$ cat config.mk
export PLATFORM = sky130hd
export DESIGN_NAME = keypad_matrix_scan_debounce
export DESIGN_NICKNAME = d
export VERILOG_FILES = /design/src/hw/rtl/kmsd_pkg.sv /design/src/hw/rtl/keypad_matrix_scan_debounce.sv /design/src/hw/rtl/kmsd_decode.sv
export SDC_FILE = /design/constraint.sdc
export NUM_CORES = 1
export LEC_CHECK = 0
export BUFFER_PORTS_ARGS = -buffer_cell sky130_fd_sc_hd__clkbuf_2
export CORE_ASPECT_RATIO = 0.7
export CORE_MARGIN = 5
export CORE_UTILIZATION = 35
export CTS_BUF_LIST = sky130_fd_sc_hd__clkbuf_4
export DETAILED_ROUTE_END_ITERATION = 8
export HOLD_SLACK_MARGIN = 0.03
export PLACE_DENSITY = 0.54
export SYNTH_ARGS = -nofsm -noshare
export SYNTH_HDL_FRONTEND = slang
export SYNTH_SLANG_ARGS = --single-unit
$ cat constraint.sdc
create_clock -name clock -period 4.3 [get_ports clock]
set_input_delay 0.86 -clock clock [delete_from_list [all_inputs] [get_ports clock]]
set_output_delay 0.86 -clock clock [all_outputs]
set_load 0.005 [all_outputs]
$ cat src/hw/rtl/kmsd_pkg.sv
`default_nettype none

package kmsd_pkg;

   localparam int ROW_COUNT  = 4;
   localparam int COL_COUNT  = 3;
   localparam int LEVEL_BITS = 12;
   localparam int CODE_W     = 4;
   localparam int CNT_W      = 4;

   // keys beyond the visible level bits read as released
   localparam int KEY_COUNT  = (ROW_COUNT * COL_COUNT > LEVEL_BITS) ?
                               LEVEL_BITS : ROW_COUNT * COL_COUNT;
   localparam int IDX_W      = $clog2(KEY_COUNT + 1);

   localparam logic [CNT_W-1:0]  CNT_MAX       = '1;
   localparam logic [CNT_W-1:0]  DEBOUNCE_RST  = 4'd2;
   localparam logic [CODE_W-1:0] NO_KEY        = '0;
   localparam logic [CODE_W-1:0] MAX_CODE      = CODE_W'(KEY_COUNT);

   typedef enum logic [0:0] {
      OP_SCAN = 1'b0,
      OP_READ = 1'b1
   } opcode_type;

   typedef struct packed {
      logic [CODE_W-1:0] raw_code;
      logic [CODE_W-1:0] stable_code;
      logic [CODE_W-1:0] press_read;
   } rsp_type;

endpackage

`default_nettype wire

$ cat src/hw/rtl/keypad_matrix_scan_debounce.sv
// Keypad matrix scan debouncer, 4 x 3 keys.
// Request channel (req_valid / req_stall): req_opcode selects a scan frame
// or a read of the last press; req_column_levels holds one full matrix
// scan, bit row*3+col, low when pressed. One response per request on the
// rsp_ channel: raw_code of this scan, stable_code after the request, and
// press_read (the latched press on a read, which then clears).
// csr_wr_en / csr_wr_data set the number of equal scans that must repeat
// before the stable key changes; write it only while the block is idle.
// An accepted request is registered, in the skid entry if a response
// waits. One request per cycle while req_stall is low; decode and
// debounce state update take one pass of logic at the accept edge.
// A two-entry output buffer (response register plus skid register) lets
// a request in while a response waits; req_stall rises only when both
// entries are full, so a stalled receiver holds at most two responses.
// Synchronous reset clears the debounce state, the latched press and the
// buffer, and loads the threshold with 2.
`default_nettype none

module keypad_matrix_scan_debounce (
   input  wire logic                          clock,
   input  wire logic                          reset,

   input  wire logic                          req_valid,
   output logic                               req_stall,
   input  wire logic                          req_opcode,
   input  wire logic [kmsd_pkg::LEVEL_BITS-1:0] req_column_levels,

   output logic                               rsp_valid,
   input  wire logic                          rsp_stall,
   output logic      [kmsd_pkg::CODE_W-1:0]   rsp_raw_code,
   output logic      [kmsd_pkg::CODE_W-1:0]   rsp_stable_code,
   output logic      [kmsd_pkg::CODE_W-1:0]   rsp_press_read,

   input  wire logic                          csr_wr_en,
   input  wire logic [kmsd_pkg::CNT_W-1:0]    csr_wr_data
);
   import kmsd_pkg::*;

   logic [CNT_W-1:0]  debounce_scans_ff;
   logic [CODE_W-1:0] stable_key_ff,    stable_key_in;
   logic [CODE_W-1:0] latched_press_ff, latched_press_in;
   logic [CODE_W-1:0] previous_code_ff, previous_code_in;
   logic [CNT_W-1:0]  repeat_count_ff,  repeat_count_in;

   rsp_type           out_ff,  out_in;
   logic              out_valid_ff, out_valid_in;
   rsp_type           skid_ff, skid_in;
   logic              skid_valid_ff, skid_valid_in;

   opcode_type        opcode;
   logic [CODE_W-1:0] scan_code;
   logic [CODE_W-1:0] raw_code;
   logic [CNT_W-1:0]  count_next;
   logic              accept_in;
   logic              take_out;
   rsp_type           result;

   kmsd_decode u_decode (
      .column_levels (req_column_levels),
      .raw_code      (scan_code)
   );

   assign opcode    = opcode_type'(req_opcode);
   assign req_stall = skid_valid_ff;
   assign accept_in = req_valid && !req_stall;
   assign take_out  = out_valid_ff && !rsp_stall;

   assign raw_code   = (opcode == OP_SCAN) ? scan_code : NO_KEY;
   assign count_next = (repeat_count_ff == CNT_MAX) ? CNT_MAX
                                                    : repeat_count_ff + 1'b1;

   // debounce and read-clear update
   always_comb begin
      stable_key_in    = stable_key_ff;
      latched_press_in = latched_press_ff;
      previous_code_in = previous_code_ff;
      repeat_count_in  = repeat_count_ff;
      if (accept_in) begin
         unique case (opcode)
            OP_SCAN: begin
               if (raw_code == previous_code_ff && raw_code != stable_key_ff) begin
                  if (count_next >= debounce_scans_ff) begin
                     stable_key_in   = raw_code;
                     repeat_count_in = '0;
                     if (raw_code != NO_KEY) begin
                        latched_press_in = raw_code;
                     end
                  end else begin
                     repeat_count_in = count_next;
                  end
               end else if (raw_code != previous_code_ff) begin
                  repeat_count_in  = CNT_W'(1);
                  previous_code_in = raw_code;
               end
            end
            OP_READ: begin
               latched_press_in = NO_KEY;
            end
            default: begin
               latched_press_in = latched_press_ff;
            end
         endcase
      end
   end

   always_comb begin
      result.raw_code    = raw_code;
      result.stable_code = stable_key_in;
      result.press_read  = (opcode == OP_READ) ? latched_press_ff : NO_KEY;
   end

   // output register with skid entry
   always_comb begin
      out_in        = out_ff;
      out_valid_in  = out_valid_ff;
      skid_in       = skid_ff;
      skid_valid_in = skid_valid_ff;
      if (take_out) begin
         if (skid_valid_ff) begin
            out_in        = skid_ff;
            skid_valid_in = 1'b0;
         end else begin
            out_in       = result;
            out_valid_in = accept_in;
         end
      end else if (out_valid_ff) begin
         if (accept_in) begin
            skid_in       = result;
            skid_valid_in = 1'b1;
         end
      end else begin
         out_in       = result;
         out_valid_in = accept_in;
      end
   end

   always_ff @(posedge clock) begin
      if (reset) begin
         debounce_scans_ff <= DEBOUNCE_RST;
         stable_key_ff     <= NO_KEY;
         latched_press_ff  <= NO_KEY;
         previous_code_ff  <= NO_KEY;
         repeat_count_ff   <= '0;
         out_valid_ff      <= 1'b0;
         skid_valid_ff     <= 1'b0;
      end else begin
         if (csr_wr_en) begin
            debounce_scans_ff <= csr_wr_data;
         end
         stable_key_ff    <= stable_key_in;
         latched_press_ff <= latched_press_in;
         previous_code_ff <= previous_code_in;
         repeat_count_ff  <= repeat_count_in;
         out_valid_ff     <= out_valid_in;
         skid_valid_ff    <= skid_valid_in;
      end
   end

   always_ff @(posedge clock) begin
      out_ff  <= out_in;
      skid_ff <= skid_in;
   end

   assign rsp_valid       = out_valid_ff;
   assign rsp_raw_code    = out_ff.raw_code;
   assign rsp_stable_code = out_ff.stable_code;
   assign rsp_press_read  = out_ff.press_read;

   a_skid_needs_out: assert property (@(posedge clock) disable iff (reset)
      skid_valid_ff |-> out_valid_ff)
      else $error("skid entry held without a response in the output register");

   a_read_clears: assert property (@(posedge clock) disable iff (reset)
      (accept_in && opcode == OP_READ) |=> (latched_press_ff == NO_KEY))
      else $error("latched press not cleared by a read");

   a_read_no_raw: assert property (@(posedge clock) disable iff (reset)
      (rsp_valid && rsp_press_read != NO_KEY) |-> (rsp_raw_code == NO_KEY))
      else $error("read response carries a raw scan code");

   a_code_range: assert property (@(posedge clock) disable iff (reset)
      rsp_valid |-> (rsp_raw_code <= MAX_CODE && rsp_stable_code <= MAX_CODE))
      else $error("response code beyond the key count");

   a_press_is_stable: assert property (@(posedge clock) disable iff (reset)
      (stable_key_ff != $past(stable_key_ff) && stable_key_ff != NO_KEY)
      |-> (latched_press_ff == stable_key_ff))
      else $error("new stable key not latched as last press");

endmodule

`default_nettype wire

$ cat src/hw/rtl/kmsd_decode.sv
`default_nettype none

module kmsd_decode (
   input  wire logic [kmsd_pkg::LEVEL_BITS-1:0] column_levels,
   output logic      [kmsd_pkg::CODE_W-1:0]     raw_code
);
   import kmsd_pkg::*;

   logic [KEY_COUNT-1:0] pressed;
   logic                 single;
   logic [IDX_W-1:0]     found;
   logic [IDX_W:0]       code_sum;

   // a key pulls its column low when pressed
   assign pressed = ~column_levels[KEY_COUNT-1:0];
   assign single  = (pressed != '0) && ((pressed & (pressed - 1'b1)) == '0);

   // with exactly one bit set, OR-ing the indices gives that index
   always_comb begin
      found = '0;
      for (int i = 0; i < KEY_COUNT; i++) begin
         if (pressed[i]) begin
            found = found | IDX_W'(i);
         end
      end
   end

   assign code_sum = {1'b0, found} + 1'b1;
   assign raw_code = single ? CODE_W'(code_sum) : NO_KEY;

endmodule

`default_nettype wire

# Word-level counts from Yosys, hierarchy flattened
# Cells that the tools add are included.
# word_totals
register_bits	46
latch_bits	0
ram_bits	0
rom_bits	0
input_bits	22
out_inout_bits	14
word_cells	79
n_memories	0
# classes
add_sub_neg	3
mul	0
div	0
n_lt_le_gt_ge	1
eq_ne	9
shifts	0
muxes	32
bitwise_logic	5
reduce_logical	16
# ops
operator	n
$mux 4	18
$mux 12	3
$and 12x12->12	1
$logic_not 12->1	1
$mux 3	4
$not 12->12	1
$reduce_bool 12->1	1
$sub 12x1->12 const B	1
$add 4x1->4 const B	2
$ne 2x1->1 const B	4
$ne 4x4->1	2
$pmux 4 s2	1
$reduce_and 4->1	2
$reduce_and 3->1	2
$eq 4x4->1	1
$eq 4x4->1 const B	1
$ge 4x4->1	1
$logic_and 1x1->1	4
$mux 1	4
$mux 2	2
$reduce_bool 4->1	1
$not 1->1	3
$logic_not 1->1	2
$ne 2x2->1 const B	1
3 further kinds	3

# Longest topological paths before layout
# logic_depth
ltp_word	22
depth_mapped	13
depth_no_buf	13

# Hierarchy
# From an unflattened synthesis, not the netlist that was laid out.
# hier_totals
hier_cells	253
hier_area_um2	2586.2
# by_module_without_submodules
mod	n_inst	cells_per_inst	area_per_inst_um2	seq_area_each_um2
keypad_matrix_scan_debounce	1	212	2237.1	1161.1
kmsd_decode	1	41	349.1	0.0

# Worst setup path after synthesis
# Ideal clock, no wire load.
# synth_timing
path_type	in2reg
startpoint	in req_column_levels[6] in the netlist's numbering
endpoint	reg out_ff (netlist bit rsp_stable_code[0]), data pin
setup_ns	0.267
arrival_ns	3.209
t_required_ns	4.033
path_slack_ns	0.824
path_stages	11
path_buffers	2
cell_sequence	buf_2 -> and4_1 -> and4_1 -> nor3_1 -> or4_4 -> buf_6 -> mux2_4 -> a2bb2oi_2 -> nor3_4 -> mux2i_1 -> a21oi_1
# synth_lines
item	line_no	text
start: declaration	keypad_matrix_scan_debounce.sv:26	input wire logic [kmsd_pkg::LEVEL_BITS-1:0] req_column_levels,
end signal: assignment	keypad_matrix_scan_debounce.sv:160	out_ff <= out_in;
end: declaration	keypad_matrix_scan_debounce.sv:45	rsp_type out_ff, out_in;

# Worst setup path in the final report
# layout_timing
startpoint	in req_column_levels[3] in the netlist's numbering
endpoint	reg latched_press_ff[0]
# layout_via
elab_chain_cells	17
elab_cells_between_ends	29
classes_between	2 x add/sub; 4 x eq/ne; 15 x mux; 2 x bitwise; 6 x reduce/logical
# layout_lines
item	line_no	text
$not 12->12 *	kmsd_decode.sv:15	assign pressed = ~column_levels[KEY_COUNT-1:0];
$mux 2	kmsd_decode.sv:22	if (pressed[i]) begin
$mux 3 (4 in series)	kmsd_decode.sv:22	
$mux 4 (4 in series)	kmsd_decode.sv:22	
$add 4x1->4	kmsd_decode.sv:28	assign code_sum = {1'b0, found} + 1'b1;
$mux 4 *	kmsd_decode.sv:29	assign raw_code = single ? CODE_W'(code_sum) : NO_KEY;
$mux 4 *	keypad_matrix_scan_debounce.sv:68	assign raw_code = (opcode == OP_SCAN) ? scan_code : NO_KEY;
$eq 4x4->1 (tied with other cells)	keypad_matrix_scan_debounce.sv:81	if (raw_code == previous_code_ff && raw_code != stable_key_ff) begin
$logic_and 1x1->1 or $mux 4 (tied branches)	keypad_matrix_scan_debounce.sv:81, keypad_matrix_scan_debounce.sv:82	
$ne 2x1->1 (no line) or $mux 4 (tied branches)	-	
$reduce_and 4->1 (no line) or $pmux 4 s2 (tied branches)	-	
end signal: assignment	keypad_matrix_scan_debounce.sv:151	latched_press_ff <= latched_press_in;
end: declaration	keypad_matrix_scan_debounce.sv:41	logic [CODE_W-1:0] latched_press_ff, latched_press_in;
# Mark *: on every way between the ends. The rest lies on a longest branch, timed or not. The select of a mux whose other input is x is not followed.
# A chain may end at the register's enable or synchronous reset.

==> results by group <==
Place
  • Dpl hpwl: 4250 µm
  • Gpl congestion: 0.853
  • Port Buffers: 35

Drt
  • Routed Antenna Nets: 0
  • Vias per cell: 5.21
  • Drt pass-1 iters: 4
  • Final WL: 5610 µm
  • Via Count: roughly 2000
  • Post-route DRC: 0
  • Initial DRC count: 123
  • DR WL/cell: around 15 µm

Synthesis
  • Post-synthesis net count: 281
  • Post-synth EDFFs: 24
  • Distinct cells, synth: 50
  • Synth top cells by count: nor2_1, edfxtp_1, dfxtp_1, nand2_1, a21oi_1
  • Synth area leader: edfxtp_1
  • Synthesized area per cell: 9.83 µm²
  • Share of the synthesized area in the top cell type: 0.290
  • Number of synthesized register bits: 46
  • Post-Syn Instances: 253
  • FFs w/ async S/R, synth: 0
  • Dominant cells by area after synthesis: edfxtp_1, dfxtp_1, nor2_1, mux2i_1, ha_1
  • Part of the Yosys area used for sequential elements: 0.467
  • Most common cell in the netlist: nor2_1
  • Cell area after synthesis: 2490 µm²
  • Yosys warns: 0
  • Predominant post-synthesis flop cell: edfxtp_1

Timing
  • Final Skew: around 13 ps
  • Slew headroom: 0.566
  • RSZ-0062 raised after global routing: false
  • Period minus WS final: 3510 ps
  • Tcrit/Tclk final: 0.817
  • Worst slew pin tran: 646 ps
  • Finish-stage setup viols: 0
  • Max Slew Vio Count: 0
  • Peak Freq: ~280 MHz
  • Final hold violation count: 0
  • Setup TNS: 0 ps
  • Hold Worst Slack: between 400 and 500 ps

Clock tree
  • Total CTS buffers: 5
  • Post-cts resize count: 0
  • Worst-path clk slew: 140 ps
  • Num Clock Sinks: 46
  • Post-CTS setup repair buffer count: 0
  • Clock Latency Late Sink: 370 ps
  • H-tree levels: 2
  • CTS root buf: clkbuf_4
  • Clock Tree Buf Depth: 2
  • CTS tree: built
  • Cts hold-fix bufs: 0

Cells and area
  • Area grow syn2layout: 13.1%
  • Register Area: 1160 µm²
  • Layout cell share with drive strength beyond 1: 0.215
  • Number of inserted diodes: 0
  • Area taken by multi-input logic gates: 1240 µm²
  • Fillers: between 700 and 800
  • Final nets: approximately 320

Die
  • Top Ports: 36
  • Die area: about 8900 µm²
  • Die Span X: 111 µm
  • Chip Height: 80.5 µm
  • Initial core utilization: 0.365
  • Site row count: 25
  • CORE AREA: 6820 µm²

GRT
  • Initial antenna violation count: 0
  • Largest net degree at the start of global routing: 19
  • First-pass GRT wire length: 9050 µm
  • Number of global-route vias before repair: 1793
  • Gr usage total: 0.127
  • Gr ovfl total: 0

Power and ir drop
  • Sw Ratio: 0.267
  • Share of power burned in registers: 0.618
  • Worst vdd ir: 0.000108 V
  • Clock Power Share: 0.290
  • Post-layout power: 0.000770 W
  • Internal Power: 0.000565 W
  • Logic pwr share: 0.092
  • P_leak: roughly 1.1 nW
  • Switching power: 0.000206 W
  • P per Cell Area: 274 nW/µm²

Worst setup path
  • CP max stage cell: xnor2_1
  • Reg2Reg Setup Slack: 1390 ps
  • Worst setup SP type: input pin
  • R2R Path End: rsp_stable_code[0]
  • Reg2reg start: repeat_count_ff[0]
  • Critical Path Fanout Max: 7
  • Critical path required time: between 4000 and 5000 ps
  • Cells on worst reg2reg path: 13
  • Setup Crit Path Kind: input pin to register
  • Worst setup EP type: register
  • Critical-path cell list: clkbuf_2 -> and4_1 -> and3_1 -> inv_1 -> ha_1 -> xnor2_1 -> o21ai_0 -> a311o_1 -> a2bb2oi_2 -> nor3_1 -> o31ai_1 -> a32o_1
  • Worst path max stage delay: roughly 550 ps
  • Arrival @ worst endpoint: about 3800 ps

Min path
  • Hold Path Sink: latched_press_ff[1]
  • Launch point of the worst hold path: latched_press_ff[1]
  • Cells on Worst Hold Path: 1
  • Hold crit path type: register to register

Flow run
  • Maxcap violations: 0

Status
  • Status: completed
==> sequential cells by signal, indices dropped and copies added (netlist names) <==
name               count
skid_ff               12
rsp_stable_code        4
latched_press_ff       4
previous_code_ff       4
rsp_raw_code           4
rsp_press_read         4
debounce_scans_ff      4
req_stall              1
repeat_count_ff        4
stable_key_ff          4
rsp_valid              1
==> logic make-up (layout without fill, tap and decap cells) <==
logic type	after synthesis	count (layout)	synth area share
AO/OA/AOI/OAI	51	51	0.143
buffers and inverters	20	56	0.0342
adder cells (fa/ha/maj)	6	6	0.0302
XOR/XNOR	6	6	0.0211
flip-flops	46	46	0.467
AND/OR/NAND/NOR	109	109	0.239
multiplexers	15	15	0.0649
==> routing by layer <==
metal  up-vias  global-route usage  share of wire
li1       1012                   -              -
met1       914               0.184           0.52
met4         0              0.0295         0.0082
met3         6              0.0309          0.069
met5         -                   0              0
met2        65               0.189           0.40
==> stage by stage <==
step | cell area, µm² | cells | worst slack, ps | util
2_1_floorplan | 2490 | 253 | 824 | -
3_3_place_gp | 2750 | 375 | 540 | 0.403
3_5_place_dp | 2750 | 375 | 398 | 0.403
4_1_cts | 2810 | 383 | 812 | 0.412
5_1_grt | 2810 | 383 | 538 | 0.412
6_report | 2810 | 383 | 787 | 0.412
==> worst max path at each step <==
stage / slack [ps] / endpoint / cells after the start / from
2_1_floorplan: 820 / rsp_stable_code[0] / 11 / req_column_levels[6]
3_3_place_gp: 540 / rsp_stable_code[2] / 10 / req_column_levels[7]
4_1_cts: 810 / rsp_stable_code[0] / 12 / req_column_levels[3]
6_report: 790 / latched_press_ff[0] / 12 / req_column_levels[3]
3_5_place_dp: 400 / rsp_stable_code[0] / 12 / req_column_levels[3]
5_1_grt: 540 / latched_press_ff[0] / 12 / req_column_levels[3]
==> layout make-up <==
| cell class | count | area share |
|---|---|---|
| clock buffer | 5 | 0.0133 |
| sequential | 46 | 0.413 |
| multi-input combinational | 187 | 0.441 |
| tap | 94 | 0.0418 |
| clock inverter | 3 | 0.00845 |
| timing repair buffer | 37 | 0.0676 |
| inverter | 11 | 0.0147 |
==> placed cells by master (no fill, tap or decap), types with 3 or more instances in the layout <==
cell type / netlist / final
a21oi_1: 12 / 12
a22o_1: 4 / 4
a31oi_1: 4 / 4
and2_1: 8 / 8
and4_1: 5 / 5
clkbuf_2: 0 / 35
clkbuf_4: 0 / 5
dfxtp_1: 22 / 22
edfxtp_1: 24 / 24
ha_1: 6 / 6
inv_1: 11 / 11
mux2_2: 5 / 5
mux2i_1: 9 / 9
nand2_1: 19 / 19
nand2b_1: 4 / 4
nand3_1: 9 / 9
nor2_1: 30 / 30
nor2b_1: 3 / 3
nor3_1: 10 / 10
nor4_1: 4 / 4
o211ai_1: 4 / 4
o21ai_0: 9 / 9
o31ai_1: 6 / 6
xnor2_1: 5 / 5
==> power groups by stage <==
stage                     Clock [W]  Combinational, W  Sequential [W]
after floorplan                   0         0.0000378        0.000487
after global placement            0         0.0000708        0.000486
after detailed placement          0         0.0000711        0.000486
after CTS                  0.000231         0.0000713        0.000476
after global routing       0.000252         0.0000790        0.000478
final                      0.000223         0.0000709        0.000476
==> worst max-delay path, delay by kind of cell <==
| kind | cells | cell delay [ps] |
|---|---|---|
| buffers and inverters | 2 | 230 |
| AO/OA/AOI/OAI | 5 | 1500 |
| adder cells (fa/ha/maj) | 1 | 220 |
| XOR/XNOR | 1 | 550 |
| AND/OR/NAND/NOR | 3 | 470 |
(Power assumes the default switching activity.)
